## src/nmb_fifo.sv

```systemverilog
module nmb_fifo #(
    parameter int WIDTH = 8,
    parameter int DEPTH = 4
) (
    input  logic                         clk,
    input  logic                         rst_n,
    input  logic                         push,
    input  logic [WIDTH-1:0]             push_data,
    input  logic                         pop,
    output logic [WIDTH-1:0]             pop_data,
    output logic                         empty,
    output logic                         full,
    output logic [$clog2(DEPTH+1)-1:0]   level
);

    localparam int PTR_W = $clog2(DEPTH);
    localparam int LVL_W = $clog2(DEPTH + 1);

    logic [WIDTH-1:0] slot [DEPTH];
    logic [PTR_W-1:0] head_reg, head_next;
    logic [PTR_W-1:0] tail_reg, tail_next;
    logic [LVL_W-1:0] level_reg, level_next;
    logic             do_push;
    logic             do_pop;

    assign empty    = (level_reg == '0);
    assign full     = (level_reg == LVL_W'(DEPTH));
    assign level    = level_reg;
    assign pop_data = slot[head_reg];
    assign do_push  = push && !full;
    assign do_pop   = pop && !empty;

    // Advance pointers with wrap and track the fill level
    always_comb
    begin
        head_next  = head_reg;
        tail_next  = tail_reg;
        level_next = level_reg;
        if (do_pop)
        begin
            head_next = (head_reg == PTR_W'(DEPTH - 1)) ? '0 : head_reg + 1'b1;
        end
        if (do_push)
        begin
            tail_next = (tail_reg == PTR_W'(DEPTH - 1)) ? '0 : tail_reg + 1'b1;
        end
        if (do_push && !do_pop)
        begin
            level_next = level_reg + 1'b1;
        end
        else if (do_pop && !do_push)
        begin
            level_next = level_reg - 1'b1;
        end
    end

    always_ff @(posedge clk or negedge rst_n)
    begin
        if (!rst_n)
        begin
            head_reg  <= '0;
            tail_reg  <= '0;
            level_reg <= '0;
        end
        else
        begin
            head_reg  <= head_next;
            tail_reg  <= tail_next;
            level_reg <= level_next;
        end
    end

    // Store the pushed word
    always_ff @(posedge clk)
    begin
        if (do_push)
        begin
            slot[tail_reg] <= push_data;
        end
    end

endmodule

```

## config.mk

```make
export PLATFORM = sky130hd
export DESIGN_NAME = nmb_fifo
export DESIGN_NICKNAME = d
export VERILOG_FILES = /design/src/nmb_fifo.sv
export SDC_FILE = /design/constraint.sdc
export NUM_CORES = 1
export LEC_CHECK = 0
export BUFFER_PORTS_ARGS = -buffer_cell sky130_fd_sc_hd__buf_2
export CAP_MARGIN = 5
export CORE_MARGIN = 2
export CORE_UTILIZATION = 40
export CTS_BUF_LIST = sky130_fd_sc_hd__clkbuf_16
export DETAILED_ROUTE_END_ITERATION = 6
export SLEW_MARGIN = 30
export SYNTH_ARGS = -nofsm -noshare
export SYNTH_HDL_FRONTEND = slang
export SYNTH_SLANG_ARGS = --single-unit
```

## constraint.sdc

```tcl
create_clock -name clk -period 4.36 [get_ports clk]
set_clock_uncertainty 0.2 [all_clocks]
set_input_delay 0.872 -clock clk [delete_from_list [all_inputs] [get_ports clk]]
set_output_delay 0.872 -clock clk [all_outputs]
set_load 0.02 [all_outputs]
```

==> run summary <==
number of enable flip-flop cells after synthesis: 32
DRC: 0
io pins: 25
hold buffers post-CTS: 0
leading area contributor after synthesis: edfxtp_1
combinational power share: 33.0%
Initial Utilization: 41.10%
Congestion Overflow GR: 0
Port Buffers: 24
Switching Fraction: 32.25%
P&R area growth vs syn: 18.30%
Cells after Synth: 79
CP required: 3.29 ns
first-pass GRT wire length: 3926 um
fin. max-slew vios: 0
vias in the first global route: 800
DP Cell Count: 150
CTS root buf: clkbuf_16
Worst-Margin Slew: 0.6144 ns
core area: 0.003943 mm^2
Total Wirelength: 2405 um
worst-skew pair later-pin latency: 0.27 ns
Slew headroom: 59.04%
Yosys top cell area share: 59.31%
clk slew on worst S/H paths: 0.05 ns
Hold Path Class: in2async
crit share post-route: 65.00%
Startpoint Class: flip-flop
# resized after CTS: 0
clock sinks: 39
Final Hold Fails: 0
RePlAce Congestion: 0.6938
Worst VDD drop: 0.0003029 V
Primary FF master, synth: edfxtp_1
max FFs per register: 32
Yosys cell types: 19
outcome: finished, final reports clean
WL per Instance: 15.32 um
fin cells: 157
Setup CP Type: reg2out
number of synthesized register bits: 39
Max-cap violations: 0
Yosys warning total: 0
full die area: 0.004576 mm^2
Final setup viols: 0
Pleak: 0.0007322 uW
Crit. End Element: output pin
Final ANT Viol Nets: 0
crit path DAT: 1.76 ns
pin count of the biggest net entering global routing: 12
clock buffer depth: 2
nets: 126
Tmin final: 2.834 ns
Post-synth top cells: edfxtp_1, mux4_2, dfrtp_1
FMAX: 352.9 MHz
DR pass1 iterations: 3
TNS Setup: 0 ns
sequential share of the synthesized area: 70.12%
number of diodes: 0
cell area after synthesis: 0.001620 mm^2
cts bufs inserted: 5
unrepaired setup endpoints after global routing: false
# Post-CTS Setup Buffers: 0
ys async rst share: 17.95%
CP Max Fanout: 11
internal power: 937.0 uW
vias: 750
CTS tree: built
GRT Total Usage: 12.97%
most common cell in the netlist: edfxtp_1
Syn Nets: 98
layout cells sized above 1: 46.73%
Pwr Density: 721.5 mW/mm^2
hpwl dp: 1623 um
Synth area leaders: edfxtp_1, mux4_2, dfrtp_1, ha_1, mux2_2
die width: 67.65 um
clock share of power: 23.7%
DRT iter0 DRCs: 40
Std-Cell Rows: 23
initial antenna violation count: 0
vias per cell: 4.777
Sequential Power Share: 43.3%
Mean Syn Cell Area: 20.51 um^2
Die Ht: 67.65 um
H-Tree Depth: 2
Switch Pwr: 446.0 uW
[kinds of logic after synthesis]
logic type,synth area share [%]
XOR/XNOR,1.622
multiplexers,15.06
flip-flops,70.12
AND/OR/NAND/NOR,5.405
adder cells (fa/ha/maj),5.869
buffers and inverters,1.930
[final timing paths]
check | start | endpoint | slack, ns | depth (start not counted)
min in group clk | level[2] | level[2] | 0.33 | 1
hold reg to reg | level[2] | level[2] | 0.33 | 1
hold / removal | rst_n | tail_reg[1] | 0.22 | 1
setup / recovery | head_reg[0] | pop_data[2] | 1.53 | 2
setup reg to reg | level[2] | level[2] | 2.09 | 8
max in group asynchronous | rst_n | level[2] | 3.59 | 1
[through the flow]
stage	area [um^2]	utilization [%]	setup WS [ns]	hold slack [ns]	total power, uW
after CTS	1917	48.62	1.476	0.2195	1405
after floorplan	1620	-	1.742	0.3348	940.5
after global routing	1917	48.62	1.423	0.2229	1482
final	1917	48.62	1.526	0.2212	1383
after detailed placement	1783	45.22	1.714	0.3156	1074
after global placement	1783	45.22	1.728	0.3110	1063
[routing by layer]
metal / up-vias / GRT usage, % / share of wire (%)
met1: 372 / 14.84 / 42
met4: 0 / 6.888 / 2.2
li1: 358 / - / -
met3: 6 / 5.500 / 5.0
met5: - / 0 / 0
met2: 14 / 20.59 / 51
[power groups by stage]
| stage | registers (uW) | clock network [uW] | logic (uW) |
|---|---|---|---|
| finish | 598 | 328 | 457 |
| global route | 617 | 353 | 512 |
| CTS | 602 | 336 | 466 |
| detailed placement | 610 | 0 | 464 |
| global placement | 603 | 0 | 461 |
| floorplan | 573 | 0 | 367 |
[placed cells by master (no fill, tap or decap), drive strengths merged]
master,count
edfxtp,32
buf,24
mux4,8
dfrtp,7
ha,6
clkbuf,5
mux2,5
and2,4
inv,3
nor2,3
xor2,2
clkinv,2
nor3,1
nand2b,1
nor3b,1
nor2b,1
xnor2,1
fa,1
[worst max-delay path: stages (launching register included)]
cell	delay (ns)
dfrtp_1	0.73
mux4_2	0.58
buf_2	0.17
[area by class of cell]
type                       instances  area [um^2]
clock buffer                       5        125.1
tap                               50        62.56
fill                             331         2026
sequential                        39         1136
timing repair buffer              24        120.1
clock inverter                     2        8.758
inverter                           3        11.26
multi-input combinational         34        452.9
(Power assumes the default switching activity.)
