[src/nmb_pkg.sv]
package nmb_pkg;

    // Widths fixed by the pixel format and the frame size registers
    localparam int PIX_W        = 8;
    localparam int CFG_W        = 11;
    localparam int CFG_INDEX_W  = 1;
    localparam int AREA_W       = 2 * CFG_W;
    localparam int HEIGHT_LIMIT = 1024;
    localparam int RESET_WIDTH  = 640;
    localparam int RESET_HEIGHT = 480;

    // Depth of the queue between the parts and of the result queue
    localparam int QUEUE_DEPTH  = 4;
    localparam int LEVEL_W      = $clog2(QUEUE_DEPTH + 1);

    // Configuration register indexes
    typedef enum logic [CFG_INDEX_W-1:0] {
        REG_IMAGE_WIDTH  = 1'b0,
        REG_IMAGE_HEIGHT = 1'b1
    } cfg_reg_t;

    typedef struct packed {
        logic [PIX_W-1:0] red_in;
        logic [PIX_W-1:0] green_in;
        logic [PIX_W-1:0] blue_in;
        logic             flush_only;
    } pixel_in_t;

    typedef struct packed {
        logic [PIX_W-1:0] red_out;
        logic [PIX_W-1:0] green_out;
        logic [PIX_W-1:0] blue_out;
        logic             frame_last;
    } pixel_out_t;

    typedef struct packed {
        logic [PIX_W-1:0] red;
        logic [PIX_W-1:0] green;
        logic [PIX_W-1:0] blue;
    } rgb_t;

    // Classified word handed from the front to the back
    typedef struct packed {
        logic [CFG_W-1:0] col;
        rgb_t             px;
        logic             emit;
        logic             interior;
        logic             last;
    } work_t;

endpackage

[src/nmb_front.sv]
module nmb_front
    import nmb_pkg::*;
#(
    parameter int MAX_WIDTH = 1024
) (
    input  logic                   clk,
    input  logic                   rst_n,
    input  logic                   push,
    output logic                   full,
    input  pixel_in_t              pixel_in,
    input  logic                   cfg_write,
    input  logic [CFG_INDEX_W-1:0] cfg_index,
    input  logic [CFG_W-1:0]       cfg_data,
    input  logic                   mid_full,
    output logic                   work_push,
    output work_t                  work_word
);

    localparam int WIDTH_CAP = (MAX_WIDTH < (1 << CFG_W) - 1) ? MAX_WIDTH : (1 << CFG_W) - 1;

    logic [CFG_W-1:0]  width_reg, width_next;
    logic [CFG_W-1:0]  height_reg, height_next;
    logic [AREA_W-1:0] area_reg;
    logic              settle_reg;
    logic [CFG_W-1:0]  column_reg, column_next;
    logic [CFG_W-1:0]  row_reg, row_next;
    logic [AREA_W-1:0] count_reg, count_next;

    logic [CFG_W-1:0]  eff_w;
    logic [CFG_W-1:0]  eff_h;
    logic              accept;
    logic              draining;
    logic              take;
    logic [CFG_W:0]    col_inc;
    logic [AREA_W-1:0] count_inc;
    logic              emit;
    logic              interior;
    logic              last;

    // Clamp the frame size registers to the supported range
    always_comb
    begin
        if (width_reg == '0)
        begin
            eff_w = CFG_W'(1);
        end
        else if (width_reg > CFG_W'(WIDTH_CAP))
        begin
            eff_w = CFG_W'(WIDTH_CAP);
        end
        else
        begin
            eff_w = width_reg;
        end
        if (height_reg == '0)
        begin
            eff_h = CFG_W'(1);
        end
        else if (height_reg > CFG_W'(HEIGHT_LIMIT))
        begin
            eff_h = CFG_W'(HEIGHT_LIMIT);
        end
        else
        begin
            eff_h = height_reg;
        end
    end

    // Hold input off in the cycle after a register write so the frame area settles
    assign full     = mid_full || settle_reg;
    assign accept   = push && !full;
    assign draining = (row_reg >= eff_h);
    assign take     = accept && !(pixel_in.flush_only && !draining);

    // Classify the word: does it release a pixel, and is that pixel inside the border
    assign col_inc   = {1'b0, column_reg} + 1'b1;
    assign count_inc = count_reg + 1'b1;
    assign emit      = (row_reg >= CFG_W'(2))
                    || ((row_reg == CFG_W'(1)) && (column_reg != '0))
                    || ((row_reg == '0) && (column_reg > eff_w));
    assign interior  = (row_reg >= CFG_W'(2)) && !draining && (column_reg >= CFG_W'(2));
    assign last      = emit && (count_inc >= area_reg);

    always_comb
    begin
        work_push          = take;
        work_word.col      = column_reg;
        work_word.px.red   = draining ? '0 : pixel_in.red_in;
        work_word.px.green = draining ? '0 : pixel_in.green_in;
        work_word.px.blue  = draining ? '0 : pixel_in.blue_in;
        work_word.emit     = emit;
        work_word.interior = interior;
        work_word.last     = last;
    end

    // Advance the frame position; restart after the final pixel
    always_comb
    begin
        column_next = column_reg;
        row_next    = row_reg;
        count_next  = count_reg;
        if (take)
        begin
            if (col_inc >= {1'b0, eff_w})
            begin
                column_next = '0;
                row_next    = row_reg + 1'b1;
            end
            else
            begin
                column_next = col_inc[CFG_W-1:0];
            end
            if (emit)
            begin
                count_next = count_inc;
            end
            if (last)
            begin
                column_next = '0;
                row_next    = '0;
                count_next  = '0;
            end
        end
    end

    // Decode register writes
    always_comb
    begin
        width_next  = width_reg;
        height_next = height_reg;
        if (cfg_write)
        begin
            unique case (cfg_reg_t'(cfg_index))
                REG_IMAGE_WIDTH:  width_next  = cfg_data;
                REG_IMAGE_HEIGHT: height_next = cfg_data;
                default:          ;
            endcase
        end
    end

    always_ff @(posedge clk or negedge rst_n)
    begin
        if (!rst_n)
        begin
            width_reg  <= CFG_W'(RESET_WIDTH);
            height_reg <= CFG_W'(RESET_HEIGHT);
            area_reg   <= AREA_W'(RESET_WIDTH * RESET_HEIGHT);
            settle_reg <= 1'b0;
            column_reg <= '0;
            row_reg    <= '0;
            count_reg  <= '0;
        end
        else
        begin
            width_reg  <= width_next;
            height_reg <= height_next;
            area_reg   <= AREA_W'(eff_w) * AREA_W'(eff_h);
            settle_reg <= cfg_write;
            column_reg <= column_next;
            row_reg    <= row_next;
            count_reg  <= count_next;
        end
    end

endmodule

[config.mk]
export PLATFORM = sky130hd
export DESIGN_NAME = nmb_front
export DESIGN_NICKNAME = d
export VERILOG_FILES = /design/src/nmb_pkg.sv /design/src/nmb_front.sv
export SDC_FILE = /design/constraint.sdc
export NUM_CORES = 1
export LEC_CHECK = 0
export BUFFER_PORTS_ARGS = -buffer_cell sky130_fd_sc_hd__buf_2
export CAP_MARGIN = 10
export CORE_ASPECT_RATIO = 2
export CORE_MARGIN = 10
export CORE_UTILIZATION = 41
export DETAILED_ROUTE_END_ITERATION = 10
export HOLD_SLACK_MARGIN = 0.05
export SLEW_MARGIN = 20
export SYNTH_ARGS = -nofsm -noshare
export SYNTH_HDL_FRONTEND = slang
export SYNTH_SLANG_ARGS = --single-unit
[constraint.sdc]
create_clock -name clk -period 6.2 [get_ports clk]
set_input_delay 1.86 -clock clk [delete_from_list [all_inputs] [get_ports clk]]
set_output_delay 1.86 -clock clk [all_outputs]
set_load 0.05 [all_outputs]
==> qor.txt <==
Sequential Area = 0.00224 mm2
number of design rule violations left after detail routing = 0
Avg WL per Cell = 17.7 um
warning count from the yosys run = 0
depth of the worst register-to-register path = 21
Final min period = 5.88 ns
RSZ-0062 raised after global routing = no
distinct cell type count of the synthesized netlist = 67
count of vias placed by the detailed router = 7820
placed cell areas = 0.0107 mm2
Leakage = 5.61 nW
grt ovf = 0
fraction of synthesized cell area taken by the top area cell type = 20.3%
antenna-violating nets left = 0
CP Capture Point = area_reg[21]
layout filler cell count = 2343
Max Cap Viol = 0
chip height = 238 um
Worst Setup Slack post-DPL = 0.154 ns
Worst Hold Path Cells = 1
R2R Path End = area_reg[21]
Worst Slack Setup Final = 0.324 ns
effective utilization at floorplan = 41.7%
I/O pin count = 82
cell types with the highest counts after synthesis = inv_1 (164), ha_1 (123), nor2_1 (108), nand2_1 (102), fa_1 (80)
Max H-tree Level = 3
clock latency of the later-clocked register in the worst-skew pair = 0.36 ns
Die W = 129 um
antenna diode instance count = 0
post-synth top area cell = dfrtp_1
number of global-route vias before repair = 8343
critical path launch point type = flip-flop
total negative slack for setup checks = 0 ns
TritonCTS Buffers = 9
result of the run = completed
Req. time, crit path = 6.45 ns
pins over their slew limit = 0
area of all placed cells without fillers = 0.0110 mm2
crit path max fanout = 5
master cell of the clock root buffer = clkbuf_16
total wire length after detailed routing = 26300 um
average footprint of a synthesized cell = 8.87 um2
PortBufs = 81
Setup Skew = 0.00482 ns
final RePlAce weighted congestion = 0.967
startpoint of the worst setup timing path = width_reg[8]
pin count of the biggest net entering global routing = 47
sequence of cells on the critical path = nor4_1 -> a31oi_1 -> or2_2 -> inv_1 -> nand2_1 -> fa_1 -> fa_1 -> inv_1 -> fa_1 -> fa_1 -> inv_1 -> fa_1 -> inv_1 -> ha_1 -> o21ai_0 -> nand2b_1 -> nand2_1 -> o311ai_1 -> a31o_2 -> a21oi_1 -> xnor2_1
f_max = 170 MHz
CORE AREA = 0.0233 mm2
Net count, final = 1446
post-DR vias/cell = 5.25
async set-reset flop share out of synthesis = 100%
number of sinks driven by the clock tree = 89
critical setup path kind = flip-flop to flip-flop
final clock period utilization by the worst path = 94.8%
first-pass GRT wire length = 42400 um
antenna violations before repair = 0
count of mapped cells out of synthesis = 1095
simple-gate portion of the synthesized area = 19.2%
Pre-Repair DR Iteration Count = 4
fraction of the mapped netlist area in compound gates = 11.1%
transition at the pin with the smallest max-transition slack = 0.940 ns
worst slew margin relative to its limit = 37.2%
buffer depth of the longest clock path = 2
FF-to-FF Start = width_reg[8]
count of endpoints failing setup in the final report = 0
number of buffers added to fix hold violations after cts = 0
Synth Area in XOR/XNOR = 3.79%
Die ar. = 0.0306 mm2
library cell appearing most often on the critical path = fa_1
Pwr Density = 311 mW/mm2
number of violations reported at the end of detailed-routing iteration 0 = 304
dominant cell by count in the synthesized netlist = inv_1
area occupied by multi-input gates = 0.00671 mm2
worst min-delay path category = flip-flop to flip-flop
main combinational cell family by area after synthesis = adder cells
CP max-delay cell = fa_1
endpoint class of the critical path = flip-flop
highest cell delay on the worst timing path = 0.58 ns
GRT Util Overall = 17.8%
EDFF count, synth = 0
top cells by area in the synthesized netlist = dfrtp_1 (20%), fa_1 (16%), ha_1 (16%)
worst voltage drop across the vdd grid = 0.188 mV
clock input transition at the sequential cells of the worst setup and hold paths = 0.06 ns
sequential share of the synthesized area = 23.0%
total of flip-flops plus latches after synthesis = 89
post-synthesis adder-cell area fraction = 32.3%
layout-stage area growth over the synthesis result = 13.4%
arrival time at the worst endpoint = 6.13 ns
top flip-flop cell by instance count after synthesis = dfrtp_1
flop-to-flop setup slack = 0.32 ns
fraction of layout cells with a size suffix above 1 = 16.4%
Row Count = 79
multiplexer area fraction after synthesis = 2.32%
Final HPWL DP = 22000 um
Final Power = 0.00343 W
CTS tree = built
final count of hold timing violations = 0
syn nets = 1340
Synth Cell Area = 0.00972 mm2
==> cell usage in the layout (no fill, tap or decap), drive strengths merged, types with 6 or more instances in the layout <==
master and instances:
inv 166, buf 126, ha 123, nor2 108
nand2 104, fa 80, dfrtp 79, o21ai 55
nand3 35, xnor2 30, and2 28, a21oi 24
nor2b 24, mux2 20, and3 18, nand2b 17
a21o 13, nand4 12, xor2 12, nor3 12
clkbuf 11, dfstp 10, o31ai 10, clkinv 9
nor4 9, o21a 7, a211oi 6, o41ai 6
==> layer usage <==
| layer | GRT usage, % | share of wire (%) |
|---|---|---|
| met4 | 11.2 | 5.5 |
| met2 | 35.1 | 59 |
| met3 | 2.12 | 1.7 |
| met5 | 0 | 0 |
| met1 | 16.3 | 34 |
==> power by group <==
group / switching (W) / total [W] / internal [W]
registers: 0.000106 / 0.000826 / 0.000719
clock network: 0.000240 / 0.000603 / 0.000363
logic: 0.00121 / 0.00200 / 0.000785
total: 0.00156 / 0.00343 / 0.00187
==> worst max-delay path, delay by kind of cell (launching register included) <==
kind,cells,cell delay [ns]
AO/OA/AOI/OAI,5,1.00
XOR/XNOR,1,0.12
adder cells (fa/ha/maj),6,3.03
buffers and inverters,4,0.28
flip-flops,1,0.39
AND/OR/NAND/NOR,5,0.96
==> how the worst min path moves through the flow <==
| stage | from | endpoint |
|---|---|---|
| after floorplan | count_reg[8] | count_reg[8] |
| after global placement | count_reg[8] | count_reg[8] |
| after detailed placement | width_reg[0] | width_reg[0] |
| after CTS | count_reg[8] | count_reg[8] |
| after global routing | count_reg[21] | count_reg[21] |
| final | width_reg[0] | width_reg[0] |
==> metrics by stage <==
stage	util [%]	hold slack (ns)	std cells
floorplan	-	0.466	1095
global placement	45.7	0.501	1473
detailed placement	45.7	0.508	1473
CTS	47.1	0.521	1489
global route	47.2	0.540	1489
finish	47.2	0.516	1489
==> cell families after synthesis <==
family	after synthesis
AND/OR/NAND/NOR	382
buffers and inverters	203
adder cells (fa/ha/maj)	203
AO/OA/AOI/OAI	156
flip-flops	89
XOR/XNOR	42
multiplexers	20
==> area by class of cell <==
type,instances,share of cell area (%)
sequential,89,20.3
clock inverter,5,0.716
timing repair buffer,126,6.77
multi-input combinational,803,60.9
clock buffer,11,2.20
tap,283,3.21
inverter,172,5.86
==> timing repair <==
action                                  4_1_cts  5_1_grt
endpoints found under the setup margin        0        3
setup buffers                                 0        0
resized for setup                             0        8
(Power assumes the default switching activity.)
